===== src/design/h2t_pkg.sv =====
`timescale 1ns / 1ps

package h2t_pkg;

    // Default sizes handed to the top level
    localparam int LOOKAHEAD_DEPTH_DEF    = 12;
    localparam int TAG_NAME_MAX_DEF       = 10;
    localparam int NEWLINE_COUNT_BITS_DEF = 16;

    // Depth of the queue between front and back
    localparam int FIFO_DEPTH = 4;

    // Code point limits
    localparam logic [20:0] CP_LIMIT = 21'h10FFFF;
    localparam logic [20:0] CP_SAT   = 21'h110000;

    // Characters with a meaning of their own
    localparam logic [7:0] CH_NUL   = 8'h00;
    localparam logic [7:0] CH_LF    = 8'h0A;
    localparam logic [7:0] CH_CR    = 8'h0D;
    localparam logic [7:0] CH_SP    = 8'h20;
    localparam logic [7:0] CH_QUOT  = 8'h22;
    localparam logic [7:0] CH_HASH  = 8'h23;
    localparam logic [7:0] CH_AMP   = 8'h26;
    localparam logic [7:0] CH_APOS  = 8'h27;
    localparam logic [7:0] CH_DASH  = 8'h2D;
    localparam logic [7:0] CH_DOT   = 8'h2E;
    localparam logic [7:0] CH_SLASH = 8'h2F;
    localparam logic [7:0] CH_SEMI  = 8'h3B;
    localparam logic [7:0] CH_LT    = 8'h3C;
    localparam logic [7:0] CH_GT    = 8'h3E;

    // Kinds of item passed from front to back
    typedef enum logic [1:0] {
        TOK_BYTE = 2'd0,
        TOK_END  = 2'd1,
        TOK_EOT  = 2'd2
    } tok_kind_t;

    typedef struct packed {
        tok_kind_t  kind;
        logic [7:0] data;
    } token_t;

    function automatic logic is_ws(input logic [7:0] b);
        return (b == CH_SP) || (b >= 8'h09 && b <= 8'h0D);
    endfunction

    function automatic logic is_digit(input logic [7:0] b);
        return (b >= 8'h30) && (b <= 8'h39);
    endfunction

    function automatic logic is_alnum(input logic [7:0] b);
        return is_digit(b) || (b >= 8'h61 && b <= 8'h7A) || (b >= 8'h41 && b <= 8'h5A);
    endfunction

    function automatic logic [7:0] to_lower(input logic [7:0] b);
        return (b >= 8'h41 && b <= 8'h5A) ? b + 8'h20 : b;
    endfunction

    // Valid flag over a four-bit hex digit value
    function automatic logic [4:0] hex_val(input logic [7:0] b);
        logic [7:0] d;
        d = 8'h00;
        if (is_digit(b)) begin
            d = b - 8'h30;
            return {1'b1, d[3:0]};
        end
        if (b >= 8'h61 && b <= 8'h66) begin
            d = b - 8'h57;
            return {1'b1, d[3:0]};
        end
        if (b >= 8'h41 && b <= 8'h46) begin
            d = b - 8'h37;
            return {1'b1, d[3:0]};
        end
        return 5'd0;
    endfunction

endpackage


===== src/design/h2t_if.sv =====
`timescale 1ns / 1ps

interface h2t_in_if;
    logic       valid;
    logic       ready;
    logic       func;
    logic [7:0] text_byte;

    modport source (output valid, output func, output text_byte, input ready);
    modport sink (input valid, input func, input text_byte, output ready);
endinterface

interface h2t_out_if;
    logic        valid;
    logic        ready;
    logic [7:0]  out_byte;
    logic [15:0] repeat_res;
    logic        end_of_text;
    logic        last_of_run;

    modport source (output valid, output out_byte, output repeat_res,
                    output end_of_text, output last_of_run, input ready);
    modport sink (input valid, input out_byte, input repeat_res,
                  input end_of_text, input last_of_run, output ready);
endinterface


===== src/design/h2t_front.sv =====
`timescale 1ns / 1ps

module h2t_front
    import h2t_pkg::*;
#(
    parameter int LOOKAHEAD_DEPTH = LOOKAHEAD_DEPTH_DEF,
    parameter int TAG_NAME_MAX    = TAG_NAME_MAX_DEF
)
(
    input  logic      clk,
    input  logic      rst_n,
    h2t_in_if.sink    text_in,
    output logic      tok_valid,
    output token_t    tok,
    input  logic      tok_ready
);

    localparam int BUF_DEPTH = 2 ** $clog2(LOOKAHEAD_DEPTH + 1);
    localparam int BUF_AW    = $clog2(BUF_DEPTH);
    localparam int LA_CW     = $clog2(LOOKAHEAD_DEPTH + 1);
    localparam int LA_AW     = $clog2(LOOKAHEAD_DEPTH);
    localparam int TN_CW     = $clog2(TAG_NAME_MAX + 1);
    localparam int TN_AW     = $clog2(TAG_NAME_MAX);
    localparam int ENT_WIN   = 6;

    // Tag scan phases
    localparam logic [1:0] PH_LEAD = 2'd0;
    localparam logic [1:0] PH_NAME = 2'd1;
    localparam logic [1:0] PH_DONE = 2'd2;

    typedef enum logic [1:0] {
        F_RUN  = 2'b01,
        F_EMIT = 2'b10
    } fstate_t;

    fstate_t            state_reg, state_next;
    logic [7:0]         rbuf_reg [BUF_DEPTH];
    logic [BUF_AW-1:0]  rd_reg, rd_next, wr_reg, wr_next, mark_reg, mark_next;
    logic               step_reg, step_next, eot_reg, eot_next;
    logic               in_tag_reg, in_tag_next, skip_reg, skip_next;
    logic [1:0]         phase_reg, phase_next;
    logic               closing_reg, closing_next;
    logic [7:0]         tag_name_reg [TAG_NAME_MAX];
    logic [TN_CW-1:0]   tn_len_reg, tn_len_next;
    logic               tn_long_reg, tn_long_next;
    logic [7:0]         look_reg [LOOKAHEAD_DEPTH];
    logic [LA_CW-1:0]   la_cnt_reg, la_cnt_next;
    logic               coll_reg, coll_next;
    logic               num_ok_reg, num_ok_next, hex_reg, hex_next;
    logic [20:0]        cp_reg, cp_next;
    logic [7:0]         last_reg, last_next;
    logic               empty_reg, empty_next;
    logic [7:0]         em_byte_reg [4];
    logic [2:0]         em_cnt_reg, em_cnt_next;
    logic [1:0]         em_idx_reg, em_idx_next;

    logic [7:0]         b;
    logic [7:0]         em_new [4];
    logic [2:0]         em_n;
    logic               tn_we, la_we, rb_we;
    logic [LA_CW-1:0]   cnt_inc;
    logic [7:0]         la_win [ENT_WIN];
    logic [4:0]         dig;
    logic [24:0]        cp_mul;
    logic [24:0]        cp_sum;
    logic               is_script_style, skip_new, nl_need, nl_tag;
    logic               num_good;

    // Zero-padded window over the first held entity bytes
    for (genvar g = 0; g < ENT_WIN; g++) begin : g_win
        if (g < LOOKAHEAD_DEPTH) begin : g_have
            assign la_win[g] = look_reg[g];
        end else begin : g_pad
            assign la_win[g] = CH_NUL;
        end
    end

    function automatic logic tag_is(input logic [79:0] pat, input logic [3:0] plen);
        logic ok;
        ok = !tn_long_reg && (tn_len_reg == TN_CW'(plen));
        for (int i = 0; i < 10; i++) begin
            if (i < plen && tag_name_reg[i] != pat[(int'(plen) - 1 - i) * 8 +: 8]) begin
                ok = 1'b0;
            end
        end
        return ok;
    endfunction

    function automatic logic ent_is(input logic [47:0] pat, input logic [2:0] plen);
        logic ok;
        ok = (la_cnt_reg == LA_CW'(plen));
        for (int i = 0; i < ENT_WIN; i++) begin
            if (i < plen && la_win[i] != pat[(int'(plen) - 1 - i) * 8 +: 8]) begin
                ok = 1'b0;
            end
        end
        return ok;
    endfunction

    assign b       = rbuf_reg[rd_reg];
    assign cnt_inc = la_cnt_reg + LA_CW'(1);

    // Digit value and saturating accumulate for numeric entities
    always_comb
    begin
        if (hex_reg) begin
            dig    = hex_val(b);
            cp_mul = {cp_reg, 4'b0000};
        end else begin
            dig    = {is_digit(b), b[3:0]};
            cp_mul = {1'b0, cp_reg, 3'b000} + {3'b000, cp_reg, 1'b0};
        end
        cp_sum = cp_mul + {21'd0, dig[3:0]};
    end

    assign num_good = num_ok_reg && (la_cnt_reg != '0) && (cp_reg != 21'd0);

    // Match the finished tag name against the known tags
    always_comb
    begin
        is_script_style = tag_is("script", 4'd6) || tag_is("style", 4'd5);
        skip_new        = is_script_style ? !closing_reg : skip_reg;
        nl_need         = empty_reg || (last_reg != CH_LF);
        nl_tag = tag_is("br", 4'd2) || tag_is("p", 4'd1) || tag_is("div", 4'd3)
              || tag_is("ul", 4'd2) || tag_is("ol", 4'd2) || tag_is("h1", 4'd2)
              || tag_is("h2", 4'd2) || tag_is("h3", 4'd2) || tag_is("h4", 4'd2)
              || tag_is("h5", 4'd2) || tag_is("h6", 4'd2)
              || tag_is("blockquote", 4'd10);
    end

    // Classify the next byte and sequence the emitted bytes
    always_comb
    begin
        state_next   = state_reg;
        rd_next      = rd_reg;
        wr_next      = wr_reg;
        mark_next    = mark_reg;
        step_next    = step_reg;
        eot_next     = eot_reg;
        in_tag_next  = in_tag_reg;
        skip_next    = skip_reg;
        phase_next   = phase_reg;
        closing_next = closing_reg;
        tn_len_next  = tn_len_reg;
        tn_long_next = tn_long_reg;
        la_cnt_next  = la_cnt_reg;
        coll_next    = coll_reg;
        num_ok_next  = num_ok_reg;
        hex_next     = hex_reg;
        cp_next      = cp_reg;
        last_next    = last_reg;
        empty_next   = empty_reg;
        em_cnt_next  = em_cnt_reg;
        em_idx_next  = em_idx_reg;
        em_n         = 3'd0;
        for (int i = 0; i < 4; i++) begin
            em_new[i] = CH_NUL;
        end
        tn_we         = 1'b0;
        la_we         = 1'b0;
        rb_we         = 1'b0;
        text_in.ready = 1'b0;
        tok_valid     = 1'b0;
        tok           = '{kind: TOK_END, data: CH_NUL};

        unique case (state_reg)
            F_RUN:
            begin
                if (rd_reg != wr_reg) begin
                    rd_next = rd_reg + BUF_AW'(1);
                    if (coll_reg) begin
                        // Hold the byte and track a numeric value on the way
                        la_we       = 1'b1;
                        la_cnt_next = cnt_inc;
                        if (b != CH_SEMI) begin
                            if (la_cnt_reg == '0) begin
                                num_ok_next = (b == CH_HASH);
                                hex_next    = 1'b0;
                                cp_next     = 21'd0;
                            end else if (la_cnt_reg == LA_CW'(1) && (b == 8'h78 || b == 8'h58))
                            begin
                                hex_next = 1'b1;
                            end else if (!dig[4]) begin
                                num_ok_next = 1'b0;
                            end else if (cp_sum > {4'd0, CP_LIMIT}) begin
                                cp_next = CP_SAT;
                            end else begin
                                cp_next = cp_sum[20:0];
                            end
                        end
                        if (b == CH_SEMI) begin
                            coll_next   = 1'b0;
                            la_cnt_next = '0;
                            if (ent_is("amp", 3'd3)) begin
                                em_new[0] = CH_AMP;
                                em_n      = 3'd1;
                            end else if (ent_is("lt", 3'd2)) begin
                                em_new[0] = CH_LT;
                                em_n      = 3'd1;
                            end else if (ent_is("gt", 3'd2)) begin
                                em_new[0] = CH_GT;
                                em_n      = 3'd1;
                            end else if (ent_is("quot", 3'd4)) begin
                                em_new[0] = CH_QUOT;
                                em_n      = 3'd1;
                            end else if (ent_is("apos", 3'd4) || ent_is("#39", 3'd3)) begin
                                em_new[0] = CH_APOS;
                                em_n      = 3'd1;
                            end else if (ent_is("nbsp", 3'd4)) begin
                                em_new[0] = CH_SP;
                                em_n      = 3'd1;
                            end else if (ent_is("mdash", 3'd5)) begin
                                em_new[0] = CH_DASH;
                                em_new[1] = CH_DASH;
                                em_n      = 3'd2;
                            end else if (ent_is("ndash", 3'd5)) begin
                                em_new[0] = CH_DASH;
                                em_n      = 3'd1;
                            end else if (ent_is("hellip", 3'd6)) begin
                                em_new[0] = CH_DOT;
                                em_new[1] = CH_DOT;
                                em_new[2] = CH_DOT;
                                em_n      = 3'd3;
                            end else if (num_good) begin
                                // Encode the code point as UTF-8
                                if (cp_reg <= 21'h7F) begin
                                    em_new[0] = cp_reg[7:0];
                                    em_n      = 3'd1;
                                end else if (cp_reg <= 21'h7FF) begin
                                    em_new[0] = 8'hC0 | {3'b000, cp_reg[10:6]};
                                    em_new[1] = 8'h80 | {2'b00, cp_reg[5:0]};
                                    em_n      = 3'd2;
                                end else if (cp_reg <= 21'hFFFF) begin
                                    em_new[0] = 8'hE0 | {4'h0, cp_reg[15:12]};
                                    em_new[1] = 8'h80 | {2'b00, cp_reg[11:6]};
                                    em_new[2] = 8'h80 | {2'b00, cp_reg[5:0]};
                                    em_n      = 3'd3;
                                end else if (cp_reg <= CP_LIMIT) begin
                                    em_new[0] = 8'hF0 | {5'd0, cp_reg[20:18]};
                                    em_new[1] = 8'h80 | {2'b00, cp_reg[17:12]};
                                    em_new[2] = 8'h80 | {2'b00, cp_reg[11:6]};
                                    em_new[3] = 8'h80 | {2'b00, cp_reg[5:0]};
                                    em_n      = 3'd4;
                                end
                            end else begin
                                // Not an entity: give the ampersand, replay the held bytes
                                em_new[0] = CH_AMP;
                                em_n      = 3'd1;
                                rd_next   = mark_reg;
                            end
                        end else if (cnt_inc == LA_CW'(LOOKAHEAD_DEPTH)) begin
                            coll_next   = 1'b0;
                            la_cnt_next = '0;
                            em_new[0]   = CH_AMP;
                            em_n        = 3'd1;
                            rd_next     = mark_reg;
                        end
                    end else if (in_tag_reg) begin
                        if (b == CH_GT) begin
                            in_tag_next = 1'b0;
                            skip_next   = skip_new;
                            if (!skip_new) begin
                                if (nl_tag) begin
                                    em_new[0] = CH_LF;
                                    em_n      = nl_need ? 3'd1 : 3'd0;
                                end else if (tag_is("li", 4'd2)) begin
                                    if (nl_need) begin
                                        em_new[0] = CH_LF;
                                        em_new[1] = CH_DASH;
                                        em_new[2] = CH_SP;
                                        em_n      = 3'd3;
                                    end else begin
                                        em_new[0] = CH_DASH;
                                        em_new[1] = CH_SP;
                                        em_n      = 3'd2;
                                    end
                                end
                            end
                        end else if (phase_reg == PH_LEAD) begin
                            if (is_ws(b)) begin
                                phase_next = PH_LEAD;
                            end else if (b == CH_SLASH) begin
                                closing_next = 1'b1;
                                phase_next   = PH_NAME;
                            end else if (is_alnum(b)) begin
                                tn_we      = 1'b1;
                                phase_next = PH_NAME;
                            end else begin
                                phase_next = PH_DONE;
                            end
                        end else if (phase_reg == PH_NAME) begin
                            if (is_alnum(b)) begin
                                tn_we = 1'b1;
                            end else begin
                                phase_next = PH_DONE;
                            end
                        end
                        // Store a name letter or mark the name as too long
                        if (tn_we) begin
                            if (tn_len_reg < TN_CW'(TAG_NAME_MAX)) begin
                                tn_len_next = tn_len_reg + TN_CW'(1);
                            end else begin
                                tn_we        = 1'b0;
                                tn_long_next = 1'b1;
                            end
                        end
                    end else if (b == CH_LT) begin
                        in_tag_next  = 1'b1;
                        phase_next   = PH_LEAD;
                        closing_next = 1'b0;
                        tn_len_next  = '0;
                        tn_long_next = 1'b0;
                    end else if (skip_reg) begin
                        em_n = 3'd0;
                    end else if (b == CH_AMP) begin
                        coll_next   = 1'b1;
                        la_cnt_next = '0;
                        mark_next   = rd_reg + BUF_AW'(1);
                    end else begin
                        em_new[0] = b;
                        em_n      = 3'd1;
                    end

                    // First emitted byte goes straight out when the queue has room
                    if (em_n != 3'd0) begin
                        tok_valid   = 1'b1;
                        tok         = '{kind: TOK_BYTE, data: em_new[0]};
                        em_cnt_next = em_n;
                        if (tok_ready) begin
                            last_next   = em_new[0];
                            empty_next  = 1'b0;
                            em_idx_next = 2'd1;
                            if (em_n != 3'd1) begin
                                state_next = F_EMIT;
                            end
                        end else begin
                            em_idx_next = 2'd0;
                            state_next  = F_EMIT;
                        end
                    end
                end else if (eot_reg) begin
                    if (coll_reg) begin
                        // Open entity at end of text fails
                        coll_next   = 1'b0;
                        la_cnt_next = '0;
                        rd_next     = mark_reg;
                        em_new[0]   = CH_AMP;
                        em_n        = 3'd1;
                        em_cnt_next = 3'd1;
                        em_idx_next = 2'd0;
                        state_next  = F_EMIT;
                    end else begin
                        tok_valid = 1'b1;
                        tok       = '{kind: TOK_EOT, data: CH_NUL};
                        if (tok_ready) begin
                            eot_next     = 1'b0;
                            in_tag_next  = 1'b0;
                            skip_next    = 1'b0;
                            phase_next   = PH_LEAD;
                            closing_next = 1'b0;
                            tn_len_next  = '0;
                            tn_long_next = 1'b0;
                            last_next    = CH_NUL;
                            empty_next   = 1'b1;
                        end
                    end
                end else begin
                    // Close the previous step and take the next item together
                    if (step_reg) begin
                        tok_valid = 1'b1;
                        tok       = '{kind: TOK_END, data: CH_NUL};
                    end
                    text_in.ready = !step_reg || tok_ready;
                    if (step_reg && tok_ready) begin
                        step_next = 1'b0;
                    end
                    if (text_in.valid && text_in.ready) begin
                        step_next = 1'b1;
                        if (text_in.func) begin
                            eot_next = 1'b1;
                        end else begin
                            rb_we   = 1'b1;
                            wr_next = wr_reg + BUF_AW'(1);
                        end
                    end
                end
            end

            F_EMIT:
            begin
                tok_valid = 1'b1;
                tok       = '{kind: TOK_BYTE, data: em_byte_reg[em_idx_reg]};
                if (tok_ready) begin
                    last_next   = em_byte_reg[em_idx_reg];
                    empty_next  = 1'b0;
                    em_idx_next = em_idx_reg + 2'd1;
                    if ({1'b0, em_idx_reg} == em_cnt_reg - 3'd1) begin
                        state_next = F_RUN;
                    end
                end
            end

            default:
            begin
                state_next = F_RUN;
            end
        endcase
    end

    // Control state
    always_ff @(posedge clk or negedge rst_n)
    begin
        if (!rst_n) begin
            state_reg   <= F_RUN;
            rd_reg      <= '0;
            wr_reg      <= '0;
            mark_reg    <= '0;
            step_reg    <= 1'b0;
            eot_reg     <= 1'b0;
            in_tag_reg  <= 1'b0;
            skip_reg    <= 1'b0;
            phase_reg   <= PH_LEAD;
            closing_reg <= 1'b0;
            tn_len_reg  <= '0;
            tn_long_reg <= 1'b0;
            la_cnt_reg  <= '0;
            coll_reg    <= 1'b0;
            num_ok_reg  <= 1'b0;
            hex_reg     <= 1'b0;
            cp_reg      <= 21'd0;
            last_reg    <= CH_NUL;
            empty_reg   <= 1'b1;
            em_cnt_reg  <= 3'd0;
            em_idx_reg  <= 2'd0;
        end else begin
            state_reg   <= state_next;
            rd_reg      <= rd_next;
            wr_reg      <= wr_next;
            mark_reg    <= mark_next;
            step_reg    <= step_next;
            eot_reg     <= eot_next;
            in_tag_reg  <= in_tag_next;
            skip_reg    <= skip_next;
            phase_reg   <= phase_next;
            closing_reg <= closing_next;
            tn_len_reg  <= tn_len_next;
            tn_long_reg <= tn_long_next;
            la_cnt_reg  <= la_cnt_next;
            coll_reg    <= coll_next;
            num_ok_reg  <= num_ok_next;
            hex_reg     <= hex_next;
            cp_reg      <= cp_next;
            last_reg    <= last_next;
            empty_reg   <= empty_next;
            em_cnt_reg  <= em_cnt_next;
            em_idx_reg  <= em_idx_next;
        end
    end

    // Payload stores
    always_ff @(posedge clk)
    begin
        if (rb_we) begin
            rbuf_reg[wr_reg] <= text_in.text_byte;
        end
        if (tn_we) begin
            tag_name_reg[tn_len_reg[TN_AW-1:0]] <= to_lower(b);
        end
        if (la_we) begin
            look_reg[la_cnt_reg[LA_AW-1:0]] <= b;
        end
        if (em_n != 3'd0) begin
            for (int i = 0; i < 4; i++) begin
                em_byte_reg[i] <= em_new[i];
            end
        end
    end

    // Held entity bytes never reach the lookahead depth between steps
    a_la_bound: assert property (@(posedge clk) disable iff (!rst_n)
        la_cnt_reg < LA_CW'(LOOKAHEAD_DEPTH))
        else $error("entity hold count reached its limit");

endmodule


===== src/design/h2t_fifo.sv =====
`timescale 1ns / 1ps

module h2t_fifo
    import h2t_pkg::*;
(
    input  logic   clk,
    input  logic   rst_n,
    input  logic   in_valid,
    output logic   in_ready,
    input  token_t in_tok,
    output logic   out_valid,
    input  logic   out_ready,
    output token_t out_tok
);

    localparam int AW = $clog2(FIFO_DEPTH);
    localparam int CW = $clog2(FIFO_DEPTH + 1);

    token_t          mem_reg [FIFO_DEPTH];
    logic [AW-1:0]   wp_reg, rp_reg;
    logic [CW-1:0]   cnt_reg;
    logic            push, pop;

    assign in_ready  = (cnt_reg != CW'(FIFO_DEPTH));
    assign out_valid = (cnt_reg != '0);
    assign out_tok   = mem_reg[rp_reg];
    assign push      = in_valid && in_ready;
    assign pop       = out_valid && out_ready;

    // Advance pointers and occupancy
    always_ff @(posedge clk or negedge rst_n)
    begin
        if (!rst_n) begin
            wp_reg  <= '0;
            rp_reg  <= '0;
            cnt_reg <= '0;
        end else begin
            if (push) begin
                wp_reg <= (wp_reg == AW'(FIFO_DEPTH - 1)) ? '0 : wp_reg + AW'(1);
            end
            if (pop) begin
                rp_reg <= (rp_reg == AW'(FIFO_DEPTH - 1)) ? '0 : rp_reg + AW'(1);
            end
            if (push && !pop) begin
                cnt_reg <= cnt_reg + CW'(1);
            end else if (pop && !push) begin
                cnt_reg <= cnt_reg - CW'(1);
            end
        end
    end

    // Hold the queued items
    always_ff @(posedge clk)
    begin
        if (push) begin
            mem_reg[wp_reg] <= in_tok;
        end
    end

    a_cnt_bound: assert property (@(posedge clk) disable iff (!rst_n)
        cnt_reg <= CW'(FIFO_DEPTH))
        else $error("queue occupancy beyond depth");

endmodule


===== src/design/h2t_back.sv =====
`timescale 1ns / 1ps

module h2t_back
    import h2t_pkg::*;
#(
    parameter int NEWLINE_COUNT_BITS = NEWLINE_COUNT_BITS_DEF
)
(
    input  logic      clk,
    input  logic      rst_n,
    input  logic      tok_valid,
    output logic      tok_ready,
    input  token_t    tok,
    h2t_out_if.source text_out
);

    localparam int PN_W = (NEWLINE_COUNT_BITS < 16) ? NEWLINE_COUNT_BITS : 16;

    logic             in_space_reg, in_space_next;
    logic [1:0]       streak_reg, streak_next;
    logic [PN_W-1:0]  pend_nl_reg, pend_nl_next;
    logic             pend_sp_reg, pend_sp_next;
    logic             hold_valid_reg, hold_valid_next;
    logic [7:0]       hold_byte_reg, hold_byte_next;
    logic [15:0]      hold_rep_reg, hold_rep_next;
    logic             hold_eot_reg, hold_eot_next;
    logic             out_valid_reg, out_valid_next;
    logic [7:0]       out_byte_reg;
    logic [15:0]      out_rep_reg;
    logic             out_eot_reg, out_last_reg;

    logic             out_free, push_ok, push, out_load, load_last;
    logic [7:0]       push_byte, cb;
    logic [15:0]      push_rep;
    logic             push_eot;

    assign out_free = !out_valid_reg || text_out.ready;
    assign push_ok  = !hold_valid_reg || out_free;
    assign cb       = (tok.data == CH_CR) ? CH_LF : tok.data;

    // Collapse whitespace and form result items
    always_comb
    begin
        in_space_next = in_space_reg;
        streak_next   = streak_reg;
        pend_nl_next  = pend_nl_reg;
        pend_sp_next  = pend_sp_reg;
        tok_ready     = 1'b0;
        push          = 1'b0;
        push_byte     = CH_NUL;
        push_rep      = 16'd1;
        push_eot      = 1'b0;
        load_last     = 1'b0;
        if (tok_valid) begin
            case (tok.kind)
                TOK_BYTE:
                begin
                    if (cb == CH_LF) begin
                        tok_ready     = 1'b1;
                        pend_sp_next  = 1'b0;
                        in_space_next = 1'b0;
                        if (streak_reg < 2'd2) begin
                            streak_next = streak_reg + 2'd1;
                            if (pend_nl_reg != {PN_W{1'b1}}) begin
                                pend_nl_next = pend_nl_reg + PN_W'(1);
                            end
                        end
                    end else if (is_ws(cb)) begin
                        tok_ready   = 1'b1;
                        streak_next = 2'd0;
                        if (!in_space_reg) begin
                            pend_sp_next  = 1'b1;
                            in_space_next = 1'b1;
                        end
                    end else if (push_ok) begin
                        // Give held newlines, then a held space, then the byte
                        push = 1'b1;
                        if (pend_nl_reg != '0) begin
                            push_byte    = CH_LF;
                            push_rep     = 16'(pend_nl_reg);
                            pend_nl_next = '0;
                        end else if (pend_sp_reg) begin
                            push_byte    = CH_SP;
                            pend_sp_next = 1'b0;
                        end else begin
                            push_byte     = cb;
                            tok_ready     = 1'b1;
                            in_space_next = 1'b0;
                            streak_next   = 2'd0;
                        end
                    end
                end
                TOK_EOT:
                begin
                    // Drop held whitespace and give the end marker
                    if (push_ok) begin
                        push          = 1'b1;
                        push_rep      = 16'd0;
                        push_eot      = 1'b1;
                        tok_ready     = 1'b1;
                        in_space_next = 1'b0;
                        streak_next   = 2'd0;
                        pend_nl_next  = '0;
                        pend_sp_next  = 1'b0;
                    end
                end
                TOK_END:
                begin
                    if (!hold_valid_reg) begin
                        tok_ready = 1'b1;
                    end else if (out_free) begin
                        tok_ready = 1'b1;
                        load_last = 1'b1;
                    end
                end
                default:
                begin
                    tok_ready = 1'b1;
                end
            endcase
        end
    end

    // Move the held item to the output when a newer one arrives or the step ends
    always_comb
    begin
        hold_valid_next = hold_valid_reg;
        hold_byte_next  = hold_byte_reg;
        hold_rep_next   = hold_rep_reg;
        hold_eot_next   = hold_eot_reg;
        out_load        = 1'b0;
        if (push) begin
            out_load        = hold_valid_reg;
            hold_valid_next = 1'b1;
            hold_byte_next  = push_byte;
            hold_rep_next   = push_rep;
            hold_eot_next   = push_eot;
        end else if (load_last) begin
            out_load        = 1'b1;
            hold_valid_next = 1'b0;
        end
        if (out_load) begin
            out_valid_next = 1'b1;
        end else if (text_out.ready) begin
            out_valid_next = 1'b0;
        end else begin
            out_valid_next = out_valid_reg;
        end
    end

    always_ff @(posedge clk or negedge rst_n)
    begin
        if (!rst_n) begin
            in_space_reg   <= 1'b0;
            streak_reg     <= 2'd0;
            pend_nl_reg    <= '0;
            pend_sp_reg    <= 1'b0;
            hold_valid_reg <= 1'b0;
            out_valid_reg  <= 1'b0;
        end else begin
            in_space_reg   <= in_space_next;
            streak_reg     <= streak_next;
            pend_nl_reg    <= pend_nl_next;
            pend_sp_reg    <= pend_sp_next;
            hold_valid_reg <= hold_valid_next;
            out_valid_reg  <= out_valid_next;
        end
    end

    always_ff @(posedge clk)
    begin
        hold_byte_reg <= hold_byte_next;
        hold_rep_reg  <= hold_rep_next;
        hold_eot_reg  <= hold_eot_next;
        if (out_load) begin
            out_byte_reg <= hold_byte_reg;
            out_rep_reg  <= hold_rep_reg;
            out_eot_reg  <= hold_eot_reg;
            out_last_reg <= load_last;
        end
    end

    assign text_out.valid       = out_valid_reg;
    assign text_out.out_byte    = out_byte_reg;
    assign text_out.repeat_res  = out_rep_reg;
    assign text_out.end_of_text = out_eot_reg;
    assign text_out.last_of_run = out_last_reg;

    // The end marker always closes its step
    a_eot_last: assert property (@(posedge clk) disable iff (!rst_n)
        out_valid_reg && out_eot_reg |-> out_last_reg)
        else $error("end marker shown without last flag");

endmodule


===== src/design/html_to_plain_text_stream.sv =====
`timescale 1ns / 1ps

// Channel   | Dir | Payload                                          | Handshake
// text_in   | in  | func, text_byte                                  | valid/ready
// text_out  | out | out_byte, repeat_res, end_of_text, last_of_run   | valid/ready
//
// A plain text byte is first classified and emitted, then its step is closed.
// Further bytes from an entity or a list tag go out through the front emit sequencer;
// a failed entity replays its held bytes through the front classifier.
// The back gives one item a cycle unless the output stalls; held newlines and a held space go out ahead of the byte.
// Reset is asynchronous, active low, and needs no clearing pass.
// Either side may stall on its own; a four-entry queue parts front and back.
module html_to_plain_text_stream
    import h2t_pkg::*;
#(
    parameter int LOOKAHEAD_DEPTH    = LOOKAHEAD_DEPTH_DEF,
    parameter int TAG_NAME_MAX       = TAG_NAME_MAX_DEF,
    parameter int NEWLINE_COUNT_BITS = NEWLINE_COUNT_BITS_DEF
)
(
    input  logic      clk,
    input  logic      rst_n,
    h2t_in_if.sink    text_in,
    h2t_out_if.source text_out
);

    logic   f_valid, f_ready, b_valid, b_ready;
    token_t f_tok, b_tok;

    h2t_front #(
        .LOOKAHEAD_DEPTH (LOOKAHEAD_DEPTH),
        .TAG_NAME_MAX    (TAG_NAME_MAX)
    ) u_front (
        .clk       (clk),
        .rst_n     (rst_n),
        .text_in   (text_in),
        .tok_valid (f_valid),
        .tok       (f_tok),
        .tok_ready (f_ready)
    );

    h2t_fifo u_fifo (
        .clk       (clk),
        .rst_n     (rst_n),
        .in_valid  (f_valid),
        .in_ready  (f_ready),
        .in_tok    (f_tok),
        .out_valid (b_valid),
        .out_ready (b_ready),
        .out_tok   (b_tok)
    );

    h2t_back #(
        .NEWLINE_COUNT_BITS (NEWLINE_COUNT_BITS)
    ) u_back (
        .clk       (clk),
        .rst_n     (rst_n),
        .tok_valid (b_valid),
        .tok_ready (b_ready),
        .tok       (b_tok),
        .text_out  (text_out)
    );

endmodule


===== src/flat_wrapper.sv =====
// flat-port wrapper written by rule: the top's interface ports become plain ports
module html_to_plain_text_stream_flat import h2t_pkg::*;
#(
    parameter int LOOKAHEAD_DEPTH    = LOOKAHEAD_DEPTH_DEF,
    parameter int TAG_NAME_MAX       = TAG_NAME_MAX_DEF,
    parameter int NEWLINE_COUNT_BITS = NEWLINE_COUNT_BITS_DEF
)
  (clk, rst_n, text_in_valid, text_in_func, text_in_text_byte, text_in_ready, text_out_valid, text_out_out_byte, text_out_repeat_res, text_out_end_of_text, text_out_last_of_run, text_out_ready);
  h2t_in_if text_in_i ();
  h2t_out_if text_out_i ();
  input  logic clk;
  input  logic rst_n;
  input wire logic [$bits(text_in_i.valid)-1:0] text_in_valid;
  input wire logic [$bits(text_in_i.func)-1:0] text_in_func;
  input wire logic [$bits(text_in_i.text_byte)-1:0] text_in_text_byte;
  output wire logic [$bits(text_in_i.ready)-1:0] text_in_ready;
  output wire logic [$bits(text_out_i.valid)-1:0] text_out_valid;
  output wire logic [$bits(text_out_i.out_byte)-1:0] text_out_out_byte;
  output wire logic [$bits(text_out_i.repeat_res)-1:0] text_out_repeat_res;
  output wire logic [$bits(text_out_i.end_of_text)-1:0] text_out_end_of_text;
  output wire logic [$bits(text_out_i.last_of_run)-1:0] text_out_last_of_run;
  input wire logic [$bits(text_out_i.ready)-1:0] text_out_ready;
  assign text_in_i.valid = text_in_valid;
  assign text_in_i.func = text_in_func;
  assign text_in_i.text_byte = text_in_text_byte;
  assign text_in_ready = text_in_i.ready;
  assign text_out_valid = text_out_i.valid;
  assign text_out_out_byte = text_out_i.out_byte;
  assign text_out_repeat_res = text_out_i.repeat_res;
  assign text_out_end_of_text = text_out_i.end_of_text;
  assign text_out_last_of_run = text_out_i.last_of_run;
  assign text_out_i.ready = text_out_ready;
  html_to_plain_text_stream #(.LOOKAHEAD_DEPTH(LOOKAHEAD_DEPTH), .TAG_NAME_MAX(TAG_NAME_MAX), .NEWLINE_COUNT_BITS(NEWLINE_COUNT_BITS)) u_core (.clk(clk), .rst_n(rst_n), .text_in(text_in_i), .text_out(text_out_i));
endmodule

===== config.mk =====
export PLATFORM = sky130hd
export DESIGN_NAME = html_to_plain_text_stream_flat
export DESIGN_NICKNAME = d
export VERILOG_FILES = /design/src/design/h2t_pkg.sv /design/src/design/h2t_if.sv /design/src/design/h2t_front.sv /design/src/design/h2t_fifo.sv /design/src/design/h2t_back.sv /design/src/design/html_to_plain_text_stream.sv /design/src/flat_wrapper.sv
export SDC_FILE = /design/constraint.sdc
export NUM_CORES = 1
export LEC_CHECK = 0
export ABC_AREA = 1
export BUFFER_PORTS_ARGS = -buffer_cell sky130_fd_sc_hd__buf_4
export CAP_MARGIN = 5
export CORE_MARGIN = 2
export CORE_UTILIZATION = 60
export DETAILED_ROUTE_END_ITERATION = 7
export PLACE_DENSITY = 0.77
export SLEW_MARGIN = 0
export SYNTH_ARGS = -nofsm -noshare
export SYNTH_HDL_FRONTEND = slang
export SYNTH_SLANG_ARGS = --single-unit

===== constraint.sdc =====
create_clock -name clk -period 15.9 [get_ports clk]
set_input_delay 0.795 -clock clk [delete_from_list [all_inputs] [get_ports clk]]
set_output_delay 0.795 -clock clk [all_outputs]
set_load 0.02 [all_outputs]

==> results.yml, run 1 <==
timing:
  hold_violations: 0
  drv_slew: 0
  tightest_slew_ns: 1.14
  fmax_mhz: 137
  relSlewSlack: 0.232
  finalSetupViolCount: 0
  fin_setup_tns_ns: 0
  period_needed_ns: 7.28
  fin_skew_ns: 0.0245
  finalCritPeriodShare: 0.458
  rsz0062_at_grt: "no"
  hold_slack_ns: 0.173
grt:
  grt_pass1_wl_um: 99100
  grt_pass1_vias: 19200
  antenna_found_initial: 0
  grt-ovfl-total: 0
  grt_use_total: 0.286
  grt_max_degree: 89
synthesis:
  yosys.area.top_type: "edfxtp_1"
  synth.area.top_cells: "edfxtp_1 45%, nand2_1 9.7%, dfrtp_1 9.4%"
  avgSynthCellArea_um2: 8.81
  synth-seq-area-share: 0.543
  synth_seq_cells: 473
  ys_types: 61
  synth_flop_cell: "edfxtp_1"
  synth_edf_count: 376
  synth_area_um2: 25200
  synth_nets: 2934
  synth_top_area_share: 0.447
  synthCells: 2865
  yosys_warnings: 0
  ys_async_sr_fraction: 0.205
worst_setup_path:
  r2r_end: "u_core.u_front.cp_reg[5]"
  max_stage_delay_ns: 0.66
  crit_required_ns: 16.44
  crit_start: "u_core.u_front.rd_reg[0]"
  end_kind: "register"
  arrival_ns: 7.81
  cpMostUsedCell: "nor2_1"
  crit_buf_inv: 6
  cp-endpoint: "u_core.u_front.cp_reg[5]"
  r2r_cells: 34
  regToRegStartpoint: "u_core.u_front.rd_reg[0]"
  crit_path_start_kind: "register"
  ff2ff_setup_slack_ns: 8.62
  cp_top_family: "simple AND/OR/NAND/NOR gates"
  cp.depth: 34
  crit_slowest_cell: "buf_4"
  critPathKind: "register to register"
  crit_fanout: 88
floorplanning:
  io_pins: 41
  rows: 75
  die_w_um: 209
  dieHeight_um: 209
  core-area_um2: 41800
  die-area_um2: 43700
  initial_utilization: 0.605
clock_network:
  post-cts-setup-buffers: 0
  cts.clk_slew.worst_paths_ns: 0.06
  cts_resized: 0
  clockBufferDepth: 3
  cts_sinks: 473
  clock_latency_ns: 0.60
  cts_tree: "yes"
  h-tree-depth: 2
  holdBufCountCts: 0
  cts_made_buffers: 50
  clock-root-buffer: "clkbuf_16"
detailed_routing:
  postRouteAntennaNets: 0
  drt_wl_total_um: 62000
  via_per_inst: 5.73
  routed-via-count: 19900
  first_iter_violations: 1779
  wl_per_cell_um: 17.8
  first_pass_iters: 6
  drc: 0
pwr:
  power_leakage_nw: 11.4
  irDropWorstVdd_v: 0.000123
  totalPowerFinal_w: 0.00480
  power_density_nw_per_um2: 174
layout:
  stdcell_count: 3477
  syn2layout_area_growth_pct: 9.26
  layout-drive-gt1-share: 0.0769
  final_nets: 2965
  largest_reg_flops: 128
  nFillCells: 3320
  diodes: 0
placement:
  numPlacedInstances: 3383
  io_buffers: 40
  gp_congestion: 0.933
  hpwl_um: 44100
status:
  outcome: "finished clean"
job:
  drv_cap: 0
min_path:
  hp-class: "primary input to asynchronous set/reset pin"
==> worst reg2reg max path, delay by kind of cell, from the launching register on <==
family / cells / cell delay (ns)
flip-flops: 1 / 0.34
AND/OR/NAND/NOR: 18 / 2.88
AO/OA/AOI/OAI: 7 / 1.43
adder cells (fa/ha/maj): 3 / 0.83
buffers and inverters: 6 / 1.72
==> per-layer routing <==
layer | up-vias | wire [um] | share of wire | GRT usage
li1 | 9668 | - | - | -
met1 | 9357 | 25800 | 0.42 | 0.367
met2 | 747 | 30200 | 0.49 | 0.494
met3 | 159 | 3810 | 0.061 | 0.0415
met4 | 0 | 2220 | 0.036 | 0.108
met5 | - | 0 | 0 | 0
==> how the worst min path moves through the flow <==
stage                                                  to  cells after the start
finish                            u_core.u_fifo.wp_reg[0]                      1
detailed placement     u_core.u_back.text_out.out_byte[1]                      0
global placement    u_core.u_back.text_out.repeat_res[13]                      0
CTS                               u_core.u_fifo.wp_reg[0]                      1
global route                      u_core.u_fifo.wp_reg[0]                      1
floorplan              u_core.u_back.text_out.end_of_text                      0
==> through the flow <==
step / instance area, um^2 / utilization / setup WS [ns]
detailed placement: 25800 / 0.619 / 8.73
CTS: 27600 / 0.661 / 8.69
floorplan: 25200 / - / 10.75
global placement: 25800 / 0.619 / 8.87
global route: 27600 / 0.661 / 7.78
finish: 27600 / 0.661 / 8.62
==> report_power, final <==
group | switching [W] | total (W) | internal [W]
combinational | 0.00127 | 0.00172 | 0.000451
clock | 0.000496 | 0.00122 | 0.000727
sequential | 0.000109 | 0.00186 | 0.00175
total | 0.00187 | 0.00480 | 0.00292
==> cells in the mapped netlist, types with 30 or more instances <==
cell type  instances
a21oi_1           89
dfrtp_1           95
edfxtp_1         376
ha_1              53
inv_1            361
nand2_1          655
nand3_1          245
nand4_1           48
nor2_1           369
nor3_1            88
o21ai_0          148
xor2_1            30
==> cell families (layout without fill, tap and decap cells) <==
logic type,after synthesis,after routing,synth area share
and+or+nand+nor,1502,1502,0.262
DFF,473,473,0.543
buffers and inverters,449,522,0.0739
AOI/OAI and AO/OA,348,348,0.0794
adders and majority gates,56,56,0.0286
xor gates and xnor gates,36,36,0.0125
muxes,1,1,0.000446
==> area by class of cell <==
| class | instances | area, um^2 | share of cell area |
|---|---|---|---|
| clock inverters | 39 | 437 | 0.0158 |
| flip-flops and latches | 473 | 13700 | 0.497 |
| inverters | 381 | 1440 | 0.0521 |
| multi-input cells | 1943 | 9660 | 0.350 |
| repair buffers | 47 | 353 | 0.0128 |
| well taps | 539 | 674 | 0.0244 |
| clock buffers | 55 | 1300 | 0.0472 |
==> placed cells by master, fill, tap and decap left out, drive strengths merged, types with 23 or more instances in the layout <==
cell / n
nand2: 675
nor2: 393
inv: 383
edfxtp: 376
nand3: 254
o21ai: 175
dfrtp: 95
a21oi: 91
nor3: 90
clkbuf: 55
ha: 53
nand4: 48
buf: 47
xor2: 30
o211ai: 30
clkinv: 23
Note: power is estimated with default switching activity, not from simulation.
==> run 2: changes to the inputs <==
==> constraint.sdc (replaced) <==
create_clock -name clk -period 7.61 [get_ports clk]
set_input_delay 0.3805 -clock clk [delete_from_list [all_inputs] [get_ports clk]]
set_output_delay 0.3805 -clock clk [all_outputs]
set_load 0.02 [all_outputs]
==> results.yml, run 2 (synthesis results as in run 1) <==
timing:
  relSlewSlack: 0.216
  finalSetupViolCount: 0
  fmax_mhz: 151
  period_needed_ns: 6.61
  hold_violations: 0
  finalCritPeriodShare: 0.869
  drv_slew: 0
  setup_slack_ns: 0.998
  rsz0062_at_grt: "no"
  fin_setup_tns_ns: 0
  fin_skew_ns: 0.0283
  tightest_slew_ns: 1.17
clock_network:
  cts.clk_slew.worst_paths_ns: 0.06
  cts_tree: "yes"
  clock_latency_ns: 0.61
  cts_sinks: 473
  post-cts-setup-buffers: 0
  h-tree-depth: 2
  clockBufferDepth: 3
  clock-root-buffer: "clkbuf_16"
  cts_resized: 0
  cts_made_buffers: 49
pwr:
  totalPowerFinal_w: 0.00990
  irDropWorstVdd_v: 0.000248
  power_leakage_nw: 11.3
  power_density_nw_per_um2: 360
worst_setup_path:
  crit_buf_inv: 6
  crit_path_start_kind: "register"
  crit_fanout: 50
  crit_slowest_cell: "dfrtp_2"
  max_stage_delay_ns: 0.86
  cp_top_family: "simple AND/OR/NAND/NOR gates"
  cpMostUsedCell: "nor2_1"
  critPathKind: "register to register"
  crit_required_ns: 8.14
  end_kind: "register"
  arrival_ns: 7.14
detailed_routing:
  via_per_inst: 5.73
  first_iter_violations: 1756
  wl_per_cell_um: 17.6
  routed-via-count: 19900
  drc: 0
  first_pass_iters: 6
  postRouteAntennaNets: 0
  drt_wl_total_um: 61300
placement:
  hpwl_um: 43500
  pre_cts_slack_ns: 1.12
  io_buffers: 40
  gp_congestion: 0.952
  numPlacedInstances: 3387
layout:
  largest_reg_flops: 128
  final_common_cell: "nand2_1"
  syn2layout_area_growth_pct: 9.07
  final_nets: 2969
  nFillCells: 3352
  final_cell_mix: "655 x nand2_1, 376 x edfxtp_1, 369 x nor2_1"
  fin_util: 0.659
  stdcell_count: 3478
  diodes: 0
  layout-drive-gt1-share: 0.0728
floorplanning:
  core-area_um2: 41800
  rows: 75
  dieHeight_um: 209
  initial_utilization: 0.605
  io_pins: 41
  die-area_um2: 43700
  die_w_um: 209
min_path:
  hp-class: "primary input to register"
grt:
  grt_pass1_wl_um: 99000
  grt_use_total: 0.284
  grt_max_degree: 51
  grt_pass1_vias: 19500
  antenna_found_initial: 0
  grt-ovfl-total: 0
status:
  outcome: "finished clean"
job:
  drv_cap: 0
==> run 2: cell types whose count changed in the layout (fill, tap and decap cells not counted), moves of 2 or more <==
cell,previous run,this run
clkbuf_16,51,49
clkbuf_1,3,10
inv_6,5,2
clkinv_2,15,7
clkinv_1,8,13
clkinvlp_4,5,2
clkinv_8,0,2
buf_4,47,51
==> run 2: path summary, 6_finish.rpt <==
| path | to | startpoint | cells after the start | slack, ns |
|---|---|---|---|---|
| min in group asynchronous | u_core.u_fifo.cnt_reg[1] | rst_n | 2 | 0.39 |
| hold reg to reg | u_core.u_back.text_out.out_byte[2] | u_core.u_back.hold_byte_reg[2] | 0 | 0.42 |
| max in group asynchronous | u_core.u_front.rd_reg[0] | rst_n | 3 | 6.04 |
| hold / removal | u_core.u_front.rbuf_reg[11][7] | text_in_text_byte[7] | 1 | 0.08 |
| setup / recovery | u_core.u_front.cp_reg[18] | u_core.u_front.rd_reg[0] | 34 | 1.0 |
| setup reg to reg | u_core.u_front.cp_reg[18] | u_core.u_front.rd_reg[0] | 34 | 1.0 |
==> run 2: routing by layer <==
metal	global-route usage	wire length, um
met3	0.0391	3640
met2	0.487	29900
met1	0.365	25400
met4	0.117	2360
met5	0	0
==> run 2: metrics by stage <==
stage	hold WS, ns	instance area (um^2)
after floorplan	0.0849	25200
after global placement	0.401	25900
after detailed placement	0.405	25900
after CTS	0.0698	27500
after global routing	0.0977	27500
final	0.0834	27500
==> run 2: what timing repair did <==
action,in CTS,in global routing
endpoints found under the hold margin,46,0
hold buffers,1,0
endpoints found under the setup margin,0,0
==> run 2: layout make-up <==
| type | count | area [um^2] | area share |
|---|---|---|---|
| well taps | 539 | 674 | 0.0245 |
| clock buffers | 59 | 1260 | 0.0459 |
| repair buffers | 52 | 393 | 0.0143 |
| inverters | 381 | 1440 | 0.0522 |
| flip-flops and latches | 473 | 13700 | 0.498 |
| clock inverters | 31 | 385 | 0.0140 |
| multi-input cells | 1943 | 9660 | 0.351 |
==> run 2: power by group <==
| part | internal (W) | switching, W | leakage, nW | total [W] |
|---|---|---|---|---|
| registers | 0.00365 | 0.000256 | 4.73 | 0.00390 |
| clock network | 0.00143 | 0.00101 | 0.797 | 0.00244 |
| logic | 0.000961 | 0.00260 | 5.81 | 0.00356 |
| total | 0.00604 | 0.00386 | 11.3 | 0.00990 |
